**config.mk**
```make
export PLATFORM = sky130hd
export DESIGN_NAME = ntl_cell
export DESIGN_NICKNAME = d
export VERILOG_FILES = /design/src/assert_macros.svh /design/src/ntl_pkg.sv /design/src/ntl_cell.sv
export SDC_FILE = /design/constraint.sdc
export NUM_CORES = 1
export LEC_CHECK = 0
export BUFFER_PORTS_ARGS = -buffer_cell sky130_fd_sc_hd__buf_2
export CAP_MARGIN = 20
export CELL_PAD_IN_SITES_DETAIL_PLACEMENT = 0
export CELL_PAD_IN_SITES_GLOBAL_PLACEMENT = 1
export CORE_UTILIZATION = 39
export DETAILED_ROUTE_END_ITERATION = 16
export GPL_ROUTABILITY_DRIVEN = 0
export PLACE_DENSITY = 0.88
export SLEW_MARGIN = 10
export SYNTH_ARGS = -nofsm -noshare
export SYNTH_HDL_FRONTEND = slang
export SYNTH_SLANG_ARGS = --single-unit
```
**constraint.sdc**
```tcl
create_clock -name clk -period 16.2 [get_ports clk]
set_input_delay 1.62 -clock clk [delete_from_list [all_inputs] [get_ports clk]]
set_output_delay 1.62 -clock clk [all_outputs]
set_load 0.05 [all_outputs]
```
**src/assert_macros.svh**
```systemverilog
// ----------------------------------------------------------------------------
// assert_macros.svh
// Shared concurrent assertion macros for the node table.
// ----------------------------------------------------------------------------
`ifndef ASSERT_MACROS_SVH
`define ASSERT_MACROS_SVH

// Check on every clock edge outside reset.
`define NTL_ASSERT(lbl, prop, msg) \
  lbl: assert property (@(posedge clk) disable iff (rst) (prop)) else $error(msg);

// Check on every clock edge, reset included.
`define NTL_ASSERT_ALWAYS(lbl, prop, msg) \
  lbl: assert property (@(posedge clk) (prop)) else $error(msg);

`endif

```
**src/ntl_pkg.sv**
```systemverilog
// ----------------------------------------------------------------------------
// ntl_pkg
// Types and constants shared by the node table modules.
// ----------------------------------------------------------------------------
`timescale 1ns / 1ps

package ntl_pkg;

  localparam int KEY_W   = 32;
  localparam int TIME_W  = 32;
  localparam int SLOT_W  = 5;
  localparam int COUNT_W = 6;

  typedef enum logic {
    OP_LOOKUP = 1'b0,
    OP_UPSERT = 1'b1
  } op_t;

  typedef struct packed {
    logic              operation;
    logic [KEY_W-1:0]  node_id;
    logic [TIME_W-1:0] timestamp;
  } request_t;

  typedef struct packed {
    logic               hit;
    logic [SLOT_W-1:0]  slot;
    logic               inserted;
    logic               evicted;
    logic [COUNT_W-1:0] entry_count;
  } result_t;

  // Control flags that ride along with a search transaction.
  typedef struct packed {
    logic live;
    logic found;
    logic best_set;
  } cell_flags_t;

endpackage

```
**src/ntl_cell.sv**
```systemverilog
// ----------------------------------------------------------------------------
// ntl_cell
// One table entry plus one stage of the search chain.
// ----------------------------------------------------------------------------
`timescale 1ns / 1ps

module ntl_cell #(
  parameter int IDX_W       = 5,
  parameter int CELL_INDEX  = 0
) (
  input  logic                        clk,
  input  logic                        rst,
  input  ntl_pkg::cell_flags_t        in_flags,
  input  logic [ntl_pkg::KEY_W-1:0]   in_key,
  input  logic [IDX_W-1:0]            in_found_idx,
  input  logic [ntl_pkg::TIME_W-1:0]  in_best_time,
  input  logic [IDX_W-1:0]            in_best_idx,
  output ntl_pkg::cell_flags_t        out_flags,
  output logic [ntl_pkg::KEY_W-1:0]   out_key,
  output logic [IDX_W-1:0]            out_found_idx,
  output logic [ntl_pkg::TIME_W-1:0]  out_best_time,
  output logic [IDX_W-1:0]            out_best_idx,
  input  logic                        wr_en,
  input  logic [IDX_W-1:0]            wr_idx,
  input  logic [ntl_pkg::KEY_W-1:0]   wr_key,
  input  logic [ntl_pkg::TIME_W-1:0]  wr_time
);
  import ntl_pkg::*;

  localparam logic [IDX_W-1:0] MY_IDX = IDX_W'(CELL_INDEX);

  logic              entry_valid;
  logic [KEY_W-1:0]  entry_key;
  logic [TIME_W-1:0] entry_time;

  cell_flags_t       flags_next;
  logic [IDX_W-1:0]  found_idx_next;
  logic [TIME_W-1:0] best_time_next;
  logic [IDX_W-1:0]  best_idx_next;
  logic              key_match;
  logic              older;

  assign key_match = entry_valid && (entry_key == in_key);
  assign older     = entry_valid && (!in_flags.best_set || (entry_time < in_best_time));

  always_comb begin
    flags_next     = in_flags;
    found_idx_next = in_found_idx;
    best_time_next = in_best_time;
    best_idx_next  = in_best_idx;
    if (key_match && !in_flags.found) begin
      flags_next.found = 1'b1;
      found_idx_next   = MY_IDX;
    end
    if (older) begin
      flags_next.best_set = 1'b1;
      best_time_next      = entry_time;
      best_idx_next       = MY_IDX;
    end
  end

  always_ff @(posedge clk) begin
    if (rst) begin
      out_flags   <= '0;
      entry_valid <= 1'b0;
    end else begin
      out_flags <= flags_next;
      if (wr_en && (wr_idx == MY_IDX)) begin
        entry_valid <= 1'b1;
      end
    end
  end

  always_ff @(posedge clk) begin
    out_key       <= in_key;
    out_found_idx <= found_idx_next;
    out_best_time <= best_time_next;
    out_best_idx  <= best_idx_next;
    if (wr_en && (wr_idx == MY_IDX)) begin
      entry_key  <= wr_key;
      entry_time <= wr_time;
    end
  end

endmodule

```
==> Flow_metrics.wiki <==
{| class="wikitable"
! Metric !! Value
|-
| Number of setup buffers added after CTS || 0
|-
| WP data required || 16.49 ns
|-
| Clock latency of the later-clocked register in the worst-skew pair || 0.40 ns
|-
| Post-Syn Area per Cell || 14.5 sq um
|-
| Relative slew margins || 45.0%
|-
| Boundary Pins || 226
|-
| Worst-margin pin slew || 0.825 ns
|-
| Post-detailed-route DRC marker count || 0
|-
| Largest fanout of any net on the critical path || 35
|-
| Max-Cap Viols || 0
|-
| Endpoint class of the critical path || flip-flop
|-
| Critical Path Start Type || primary input
|-
| Final WL || 10,900 um
|-
| Clock-pin slew on the worst setup and hold paths || 0.06 ns
|-
| EDFF count, synth || 64
|-
| Gate count of the mapped netlist || 353
|-
| Total Nets Final || 776
|-
| Data arrival at the endpoint of the critical path || 3.98 ns
|-
| Overall via count from detail_route || 3,506
|-
| Most repeated cell in the gate-level netlist after synthesis || sky130_fd_sc_hd__dfxtp_1
|-
| Horizontal extent of the die || 117 um
|-
| Area of the multi-input gates || 1490 sq um
|-
| Final period util || 22.8%
|-
| Sequential share of the synthesized area || 67.9%
|-
| Power density cells || 124 nW/um^2
|-
| Seq cells post-synth || 142
|-
| Number of global-route vias before repair || 3,615
|-
| Maximum clock insertion buffer count || 2
|-
| Cell Chain, Critical Path || buf_2 -> inv_1 -> ha_1 -> a21o_1 -> a221o_1 -> a31oi_1 -> o211ai_1 -> a22oi_4 -> buf_4 -> mux2_2
|-
| Top flip-flop cell by instance count after synthesis || sky130_fd_sc_hd__dfxtp_1
|-
| Most frequent cells after synthesis || 78 x sky130_fd_sc_hd__dfxtp_1, 64 x sky130_fd_sc_hd__edfxtp_1, 34 x sky130_fd_sc_hd__inv_1
|-
| Ant. Diodes || 0
|-
| Share of post-route cells with drive strength above 1 || 43.3%
|-
| TritonCTS clock tree || done
|-
| Clock skew after layout || 0.00467 ns
|-
| Biggest cell delay along the critical path || 0.45 ns
|-
| Cell leakage power || 0.00319 uW
|-
| Antenna violations before repair || 1
|-
| Final hold violation count || 0
|-
| Count of distinct cell types in the synthesized netlist || 30
|-
| Post-layout instance area || 7060 sq um
|-
| FF-to-FF path depth || 8
|-
| Number of pins with negative max-slew slack in the final report || 0
|-
| Area grow syn2layout || 37.6%
|-
| Site row count || 41
|-
| Inserted Clock Buffers || 17
|-
| Peak supply drop || 70.9 uV
|-
| Vias per cell || 4.49
|-
| IO Port Bufs || 225
|-
| Half-perimeter wire length of the detailed placement result || 8540 um
|-
| Worst Path Class, Setup || primary input to flip-flop
|-
| First-pass GRT wire length || 16,600 um
|-
| Hold bufs inserted after CTS || 0
|-
| Cells taking the most area after synthesis || sky130_fd_sc_hd__edfxtp_1 37%, sky130_fd_sc_hd__dfxtp_1 30%, sky130_fd_sc_hd__ha_1 7.6%
|-
| Number of filler cells placed in the layout || 1,080
|-
| Area of the core || 12,700 sq um
|-
| Die Area || 13,600 sq um
|-
| Slack of the critical path || 12.51 ns
|-
| Slowest cell on the critical path || sky130_fd_sc_hd__buf_4
|-
| Highest clock rate || 271 MHz
|-
| Final Setup Violations || 0
|-
| Unrepaired setup endpoints after global routing || no
|-
| Clock period minus final worst setup slack || 3.69 ns
|-
| Initial Utilization || 40.3%
|-
| DRT antenna net count || 0
|-
| Synthesis warning total || 0
|-
| Post-DP Area || 6450 sq um
|-
| Pre-antenna DRT Iters || 4
|-
| TritonCTS Sinks || 142
|-
| Proportion of netlist area held by the largest area contributor || 37.5%
|-
| Max H-tree Level || 4
|-
| Status || finished clean
|-
| Die height || 117 um
|-
| Clock tree root driver cell || sky130_fd_sc_hd__clkbuf_16
|-
| Final core occ || 55.5%
|-
| FF+latch area || 3480 sq um
|-
| Async set-reset flop share out of synthesis || 0%
|-
| Initial detailed-routing violation count || 120
|-
| Post-synthesis net count || 533
|-
| Overflow left after global routing || 0
|-
| Hold path depth || 1
|-
| Class of the most critical hold timing path || flip-flop to flip-flop
|-
| Cell area after technology mapping || 5130 sq um
|-
| Mean routed wirelength per cell || 14.0 um
|-
| Worst slack at placement || 12.06 ns
|-
| Overall power || 878 uW
|-
| Final TNS setup || 0 ns
|-
| Number of gates resized after CTS || 0
|-
| Pin count of the biggest net entering global routing || 63
|-
| Total global routing track utilization || 16.7%
|-
| Cell type with the largest total area after synthesis || sky130_fd_sc_hd__edfxtp_1
|}
## worst max-delay path: cells and delay by family
kind	cells	cell delay (ns)
AO/OA/AOI/OAI	5	1.09
adder cells (fa/ha/maj)	1	0.30
buffers and inverters	3	0.58
multiplexers	1	0.39
## state kept, by name (all words and copies together), names as in the netlist
register,flops
entry_key,32
entry_time,32
out_best_time,32
out_key,32
out_best_idx,5
out_found_idx,5
out_flags,3
entry_valid,1
## layer usage
metal	part of all wire, %	up-vias	wire length [um]	GRT usage, %
li1	-	1729	-	-
met1	39	1600	4240	17.4
met2	51	158	5580	29.7
met3	8.8	17	961	6.85
met4	1.4	2	149	7.26
met5	0.091	-	10	0
## cell usage in the layout (no fill, tap or decap), types with 3 or more instances in the layout
cell type,instances
sky130_fd_sc_hd__buf_2,225
sky130_fd_sc_hd__dfxtp_1,78
sky130_fd_sc_hd__edfxtp_1,64
sky130_fd_sc_hd__inv_1,34
sky130_fd_sc_hd__ha_1,31
sky130_fd_sc_hd__mux2_1,25
sky130_fd_sc_hd__xnor2_1,24
sky130_fd_sc_hd__clkbuf_16,17
sky130_fd_sc_hd__nand2_1,12
sky130_fd_sc_hd__nor2b_1,12
sky130_fd_sc_hd__a21oi_1,11
sky130_fd_sc_hd__nand4_1,10
sky130_fd_sc_hd__xor2_1,8
sky130_fd_sc_hd__mux2_2,7
sky130_fd_sc_hd__nor2_1,6
sky130_fd_sc_hd__o21ai_0,5
sky130_fd_sc_hd__nor4_1,4
sky130_fd_sc_hd__bufinv_16,4
sky130_fd_sc_hd__nand3_1,3
sky130_fd_sc_hd__clkinv_2,3
sky130_fd_sc_hd__clkinv_1,3
## cell families (layout without fill, tap and decap cells)
group	count (synthesis)	count (layout)	synth area share [%]
and+or+nand+nor	54	54	5.63
adders and majority gates	31	31	7.56
AOI/OAI and AO/OA	25	25	3.22
DFF	142	142	67.9
muxes	32	32	7.02
buffers and inverters	37	293	3.22
xor gates and xnor gates	32	32	5.46
## final timing paths
check	endpoint	slack [ns]	startpoint
max	out_best_time[1]$_DFF_P_	12.51	in_best_time[5]
min	out_best_time[7]$_DFF_P_	0.49	entry_time[7]$_DFFE_PP_
max reg2reg	out_best_time[1]$_DFF_P_	13.46	entry_time[5]$_DFFE_PP_
min reg2reg	out_best_time[7]$_DFF_P_	0.49	entry_time[7]$_DFFE_PP_
## where the power goes
group          switching (uW)  internal, uW  leakage [uW]
sequential               3.56           387       0.00123
combinational            61.2          31.2       0.00166
clock                     139           255      0.000293
total                     204           674       0.00319
## layout make-up
type	count	area share, %
clock buffers	19	6.13
clock inverters	13	2.43
inverters	34	1.81
multi-input cells	174	21.1
flip-flops and latches	142	49.3
well taps	172	3.05
repair buffers	227	16.2
## per-stage QoR
stage | std cells | hold WS, ns
after floorplan | 353 | 0.464
after global placement | 749 | 0.472
after detailed placement | 749 | 0.484
after CTS | 781 | 0.496
after global routing | 781 | 0.513
final | 781 | 0.488
(Power assumes the default switching activity.)
