===== src/assert_macros.svh =====
// ----------------------------------------------------------------------------
// assert_macros.svh
// Shared concurrent assertion macros for the node table.
// ----------------------------------------------------------------------------
`ifndef ASSERT_MACROS_SVH
`define ASSERT_MACROS_SVH

// Check on every clock edge outside reset.
`define NTL_ASSERT(lbl, prop, msg) \
  lbl: assert property (@(posedge clk) disable iff (rst) (prop)) else $error(msg);

// Check on every clock edge, reset included.
`define NTL_ASSERT_ALWAYS(lbl, prop, msg) \
  lbl: assert property (@(posedge clk) (prop)) else $error(msg);

`endif


===== src/ntl_pkg.sv =====
// ----------------------------------------------------------------------------
// ntl_pkg
// Types and constants shared by the node table modules.
// ----------------------------------------------------------------------------
`timescale 1ns / 1ps

package ntl_pkg;

  localparam int KEY_W   = 32;
  localparam int TIME_W  = 32;
  localparam int SLOT_W  = 5;
  localparam int COUNT_W = 6;

  typedef enum logic {
    OP_LOOKUP = 1'b0,
    OP_UPSERT = 1'b1
  } op_t;

  typedef struct packed {
    logic              operation;
    logic [KEY_W-1:0]  node_id;
    logic [TIME_W-1:0] timestamp;
  } request_t;

  typedef struct packed {
    logic               hit;
    logic [SLOT_W-1:0]  slot;
    logic               inserted;
    logic               evicted;
    logic [COUNT_W-1:0] entry_count;
  } result_t;

  // Control flags that ride along with a search transaction.
  typedef struct packed {
    logic live;
    logic found;
    logic best_set;
  } cell_flags_t;

endpackage


===== src/ntl_ctrl.sv =====
// ----------------------------------------------------------------------------
// ntl_ctrl
// Transaction sequencer: launches the search, decides and writes back.
// ----------------------------------------------------------------------------
`timescale 1ns / 1ps

`include "assert_macros.svh"

module ntl_ctrl #(
  parameter int TABLE_DEPTH = 32,
  parameter int IDX_W       = 5,
  parameter int CNT_W       = 6
) (
  input  logic                        clk,
  input  logic                        rst,
  input  logic                        start,
  output logic                        busy,
  input  ntl_pkg::request_t           request,
  output logic                        done,
  output ntl_pkg::result_t            result,
  output ntl_pkg::cell_flags_t        head_flags,
  output logic [ntl_pkg::KEY_W-1:0]   head_key,
  input  ntl_pkg::cell_flags_t        tail_flags,
  input  logic [ntl_pkg::KEY_W-1:0]   tail_key,
  input  logic [IDX_W-1:0]            tail_found_idx,
  input  logic [IDX_W-1:0]            tail_best_idx,
  output logic                        wr_en,
  output logic [IDX_W-1:0]            wr_idx,
  output logic [ntl_pkg::KEY_W-1:0]   wr_key,
  output logic [ntl_pkg::TIME_W-1:0]  wr_time
);
  import ntl_pkg::*;

  localparam logic [CNT_W-1:0] FULL = CNT_W'(TABLE_DEPTH);

  typedef enum logic [2:0] {
    S_IDLE   = 3'b001,
    S_SEARCH = 3'b010,
    S_WRITE  = 3'b100
  } state_t;

  state_t            state;
  state_t            state_next;
  logic              operation;
  logic [TIME_W-1:0] timestamp;
  logic [CNT_W-1:0]  count;
  logic              accept;
  logic              finish;
  result_t           result_next;
  logic [IDX_W-1:0]  wr_idx_next;

  assign busy   = (state != S_IDLE);
  assign accept = start && !busy;
  assign finish = (state == S_SEARCH) && tail_flags.live;

  always_comb begin
    head_flags          = '0;
    head_flags.live     = accept;
    head_key            = request.node_id;
  end

  always_comb begin
    state_next = state;
    case (state)
      S_IDLE:   if (accept) state_next = S_SEARCH;
      S_SEARCH: if (tail_flags.live) state_next = S_WRITE;
      S_WRITE:  state_next = S_IDLE;
      default:  state_next = S_IDLE;
    endcase
  end

  always_comb begin
    result_next             = '0;
    result_next.hit         = tail_flags.found;
    result_next.entry_count = COUNT_W'(count);
    wr_idx_next             = tail_found_idx;
    if (tail_flags.found) begin
      result_next.slot = SLOT_W'(tail_found_idx);
    end else if (operation == OP_UPSERT) begin
      result_next.inserted = 1'b1;
      if (count < FULL) begin
        result_next.slot        = SLOT_W'(count);
        result_next.entry_count = COUNT_W'(count + 1'b1);
        wr_idx_next             = IDX_W'(count);
      end else begin
        result_next.slot    = SLOT_W'(tail_best_idx);
        result_next.evicted = 1'b1;
        wr_idx_next         = tail_best_idx;
      end
    end
  end

  always_ff @(posedge clk) begin
    if (rst) begin
      state <= S_IDLE;
      count <= '0;
      done  <= 1'b0;
      wr_en <= 1'b0;
    end else begin
      state <= state_next;
      done  <= finish;
      wr_en <= finish && (operation == OP_UPSERT);
      if (finish && (operation == OP_UPSERT) && !tail_flags.found && (count < FULL)) begin
        count <= count + 1'b1;
      end
    end
  end

  always_ff @(posedge clk) begin
    if (accept) begin
      operation <= request.operation;
      timestamp <= request.timestamp;
    end
    if (finish) begin
      wr_key  <= tail_key;
      wr_time <= timestamp;
      result  <= result_next;
      wr_idx  <= wr_idx_next;
    end
  end

  `NTL_ASSERT(a_count_range, count <= FULL, "entry count above table depth")
  `NTL_ASSERT(a_done_in_write, done |-> (state == S_WRITE), "result outside write-back")
  `NTL_ASSERT(a_evict_full, (done && result.evicted) |-> (count == FULL), "eviction with free slot")
  `NTL_ASSERT(a_tail_only_searching, tail_flags.live |-> (state == S_SEARCH), "stray transaction")

endmodule


===== config.mk =====
export PLATFORM = sky130hd
export DESIGN_NAME = ntl_ctrl
export DESIGN_NICKNAME = d
export VERILOG_FILES = /design/src/ntl_pkg.sv /design/src/ntl_ctrl.sv
export VERILOG_INCLUDE_DIRS = /design/src /design/src/src
export SDC_FILE = /design/constraint.sdc
export NUM_CORES = 1
export LEC_CHECK = 0
export BUFFER_PORTS_ARGS = -buffer_cell sky130_fd_sc_hd__buf_2
export CAP_MARGIN = 5
export CORE_ASPECT_RATIO = 1.2
export CORE_UTILIZATION = 40
export DETAILED_ROUTE_END_ITERATION = 10
export PLACE_DENSITY = 0.75
export SLEW_MARGIN = 20
export SYNTH_ARGS = -nofsm -noshare
export SYNTH_HDL_FRONTEND = slang
export SYNTH_SLANG_ARGS = --single-unit

===== constraint.sdc =====
create_clock -name clk -period 3.1 [get_ports clk]
set_input_delay 0.155 -clock clk [delete_from_list [all_inputs] [get_ports clk]]
set_output_delay 0.155 -clock clk [all_outputs]
set_load 0.05 [all_outputs]

==> results.json <==
{
  "status": "complete, but fails checks",
  "violations": "design-rule violations",
  "grt_start_max_net_pins": 40,
  "antenna_found_initial": 0,
  "clk_latency_ps": 410,
  "cts_max_level": 4,
  "synth_largest_type_area_fraction_pct": 77.40,
  "min_path_type": "in -> reg",
  "postSynth.asyncResetShare_pct": 0,
  "layout.cell_area.non_filler_mm2": 0.006495,
  "period_needed_ps": 2480,
  "cts.reportedPaths.clkPinSlew_ps": 60,
  "tritoncts": "built",
  "detailroute.via_count": 2805,
  "nets": 571,
  "reg2reg_to": "timestamp[10]",
  "clockBufferDepth": 2,
  "crit_fanout": 30,
  "cts_made_buffers": 17,
  "yosysSeqAreaShare_pct": 82.29,
  "pwr_density_cell_mw_per_mm2": 631.7,
  "initial_utilization_pct": 40.98,
  "cp.arrival_ps": 2330,
  "syn_area_per_cell_um2": 18.75,
  "routed_wire_per_std_cell_um": 15.97,
  "total_neg_setup_slack_ps": 0,
  "syn2layout_area_growth_pct": 44.31,
  "timing.hold.worst.start": "tail_flags[2]",
  "timing.final.crit_share_pct": 80.01,
  "synthesis.yosys.warnings": 0,
  "timing.slew.headroom_pct": 43.29,
  "synth_cells": 240,
  "r2r-start": "state[0]",
  "drv.max_cap_violation_count": 0,
  "grt_usage_pct": 16.90,
  "path_class": "reg -> out",
  "grt_pass1_vias": 2804,
  "timing.clock.skew_ps": 15.03,
  "yosys-top-cells-area": "sky130_fd_sc_hd__edfxtp_1, sky130_fd_sc_hd__buf_4, sky130_fd_sc_hd__dfxtp_1, sky130_fd_sc_hd__a21o_1, sky130_fd_sc_hd__mux2i_1",
  "synth_top_flop_cell": "sky130_fd_sc_hd__edfxtp_1",
  "per_cell_via_count_in_the_routed_design": 4.659,
  "rows": 42,
  "drive_gt1_share_pct": 44.78,
  "worst-endpoint-required_ps": 2940,
  "tritoncts_num_sinks": 127,
  "worst_hold_path.endpoint": "state[2]",
  "number_of_unique_standard_cell_types_used_by_synthesis": 34,
  "design.die.area_mm2": 0.01168,
  "grt_pass1_wl_um": 14320,
  "worstSetupStartpointType": "flop",
  "post_synthesis_register_bit_count": 127,
  "port_buffers": 166,
  "number_of_cells_on_the_worst_reg_to_reg_path": 3,
  "timing.final.max_slew_violations": 0,
  "synth.largest_area_cell": "sky130_fd_sc_hd__edfxtp_1",
  "finalSetupViolations": 0,
  "finalHoldViolCount": 0,
  "worst_pin_slew_ps": 848.6,
  "timing.final.ws_setup_ps": 619.6,
  "synth_edf_count": 116,
  "worst_reg_to_reg_setup_slack_ps": 1020,
  "chipHeight_um": 118.2,
  "endpoint_kind": "output pin",
  "drtPass1Iterations": 7,
  "cts_resized": 0,
  "max_freq_mhz": 403.2,
  "core_area_mm2": 0.01098,
  "power_uw": 4103,
  "ios": 234,
  "antenna_violating_nets_post_route": 0,
  "floorplan.die.width_um": 98.83,
  "routabilityCongestion": 0.7524,
  "drc": 2,
  "nFillCells": 819,
  "grt_overflow": 0,
  "clock_tree.root_cell": "sky130_fd_sc_hd__clkbuf_16",
  "static-leakage-power_uw": 0.002619,
  "unrepaired_setup_endpoints_after_global_routing": "no",
  "synth_area_mm2": 0.004501,
  "post-place-ws_ps": 999.1,
  "timing.hold.worst_path_depth": 2,
  "place_area_mm2": 0.005259,
  "vdd.ir_drop.worst_v": 0.0003631,
  "wl_um": 9611,
  "detail_route.iter0.violations": 152
}
metal layers:
layer | global-route usage [%] | part of all wire, %
met5 | 0 | 0
met4 | 9.235 | 2.4
met3 | 6.564 | 6.9
met2 | 30.03 | 55
met1 | 16.65 | 36
placed cells by master, fill, tap and decap left out, types with 3 or more instances in the layout:
cell type and instances:
sky130_fd_sc_hd__dfxtp_1 11, sky130_fd_sc_hd__mux2_2 3, sky130_fd_sc_hd__edfxtp_1 116, sky130_fd_sc_hd__a21o_1 10, sky130_fd_sc_hd__nor2b_1 4, sky130_fd_sc_hd__dlygate4sd3_1 65
sky130_fd_sc_hd__clkbuf_16 17, sky130_fd_sc_hd__nand3_1 4, sky130_fd_sc_hd__xnor2_1 3, sky130_fd_sc_hd__o21ai_0 4, sky130_fd_sc_hd__clkinv_2 4, sky130_fd_sc_hd__buf_2 166
sky130_fd_sc_hd__inv_1 3, sky130_fd_sc_hd__nand2_1 3, sky130_fd_sc_hd__nor2_1 9, sky130_fd_sc_hd__inv_6 5, sky130_fd_sc_hd__a21oi_1 4, sky130_fd_sc_hd__mux2i_1 5
sky130_fd_sc_hd__buf_4 3
cells in the mapped netlist (2+ instances only):
master,n
sky130_fd_sc_hd__inv_1,4
sky130_fd_sc_hd__nor2_1,10
sky130_fd_sc_hd__buf_4,35
sky130_fd_sc_hd__nand2_1,3
sky130_fd_sc_hd__nor2b_1,4
sky130_fd_sc_hd__a21oi_1,4
sky130_fd_sc_hd__nand3_1,4
sky130_fd_sc_hd__mux2_2,3
sky130_fd_sc_hd__o21ai_0,4
sky130_fd_sc_hd__edfxtp_1,116
sky130_fd_sc_hd__clkbuf_1,2
sky130_fd_sc_hd__mux2i_1,5
sky130_fd_sc_hd__buf_6,2
sky130_fd_sc_hd__xnor2_1,3
sky130_fd_sc_hd__dfxtp_1,11
sky130_fd_sc_hd__ha_1,2
sky130_fd_sc_hd__a21o_1,10
sky130_fd_sc_hd__and3_1,2
per-stage QoR:
stage	util [%]	hold slack [ps]	std cells
after floorplan	-	253.9	241
after global placement	47.88	310.3	504
after detailed placement	47.88	310.3	504
after CTS	59.11	5.891	601
after global routing	59.11	25.41	601
final	59.14	27.54	602
worst max path at each step:
| stage | startpoint | end | slack (ps) | cells after the start |
|---|---|---|---|---|
| floorplan | state[0] | head_flags[2] | 90 | 3 |
| global placement | state[0] | head_flags[2] | 1050 | 3 |
| detailed placement | state[0] | timestamp[30] | 1000 | 3 |
| CTS | state[0] | head_flags[2] | 550 | 3 |
| global route | state[0] | head_flags[2] | 480 | 3 |
| finish | state[0] | head_flags[2] | 620 | 3 |
area by class of cell:
cell class / count / area, um2 / share of cell area, %
clock inverter: 14 / 153.9 / 2.369
inverter: 4 / 16.27 / 0.2504
sequential: 127 / 3704 / 57.02
clock buffer: 18 / 429.2 / 6.608
antenna: 1 / 2.502 / 0.03853
multi-input combinational: 71 / 500.5 / 7.706
timing repair buffer: 235 / 1524 / 23.46
tap: 132 / 165.2 / 2.543
flip-flops by register name (all words and copies together) (netlist names):
| register | count |
|---|---|
| count | 6 |
| done | 1 |
| operation | 1 |
| result | 14 |
| state | 3 |
| timestamp | 32 |
| wr_en | 1 |
| wr_idx | 5 |
| wr_key | 32 |
| wr_time | 32 |
report_power, final:
group / switching, uW / internal [uW]
sequential: 14.0 / 1920
clock: 735 / 1200
combinational: 122 / 113
total: 871 / 3230
critical path: stages, from the launching register on:
cell	delay (ps)
sky130_fd_sc_hd__dfxtp_1	350
sky130_fd_sc_hd__or3b_2	500
sky130_fd_sc_hd__nor2_4	670
sky130_fd_sc_hd__buf_2	400
kinds of logic after synthesis:
family | count (synthesis) | share of synthesized area [%]
simple gates | 34 | 4.532
buf+inv | 43 | 6.839
flops | 127 | 82.29
compound gates | 22 | 3.253
xor+xnor | 3 | 0.5839
mux | 8 | 1.863
fa+ha+maj | 2 | 0.5559
other cells | 1 | 0.08332
timing repair:
item,4_1_cts,5_1_grt
setup endpoints to repair,0,0
hold endpoints to repair,65,0
hold buffers,65,0
buffers inserted,0,0
Power figures use the tool's default switching activity.
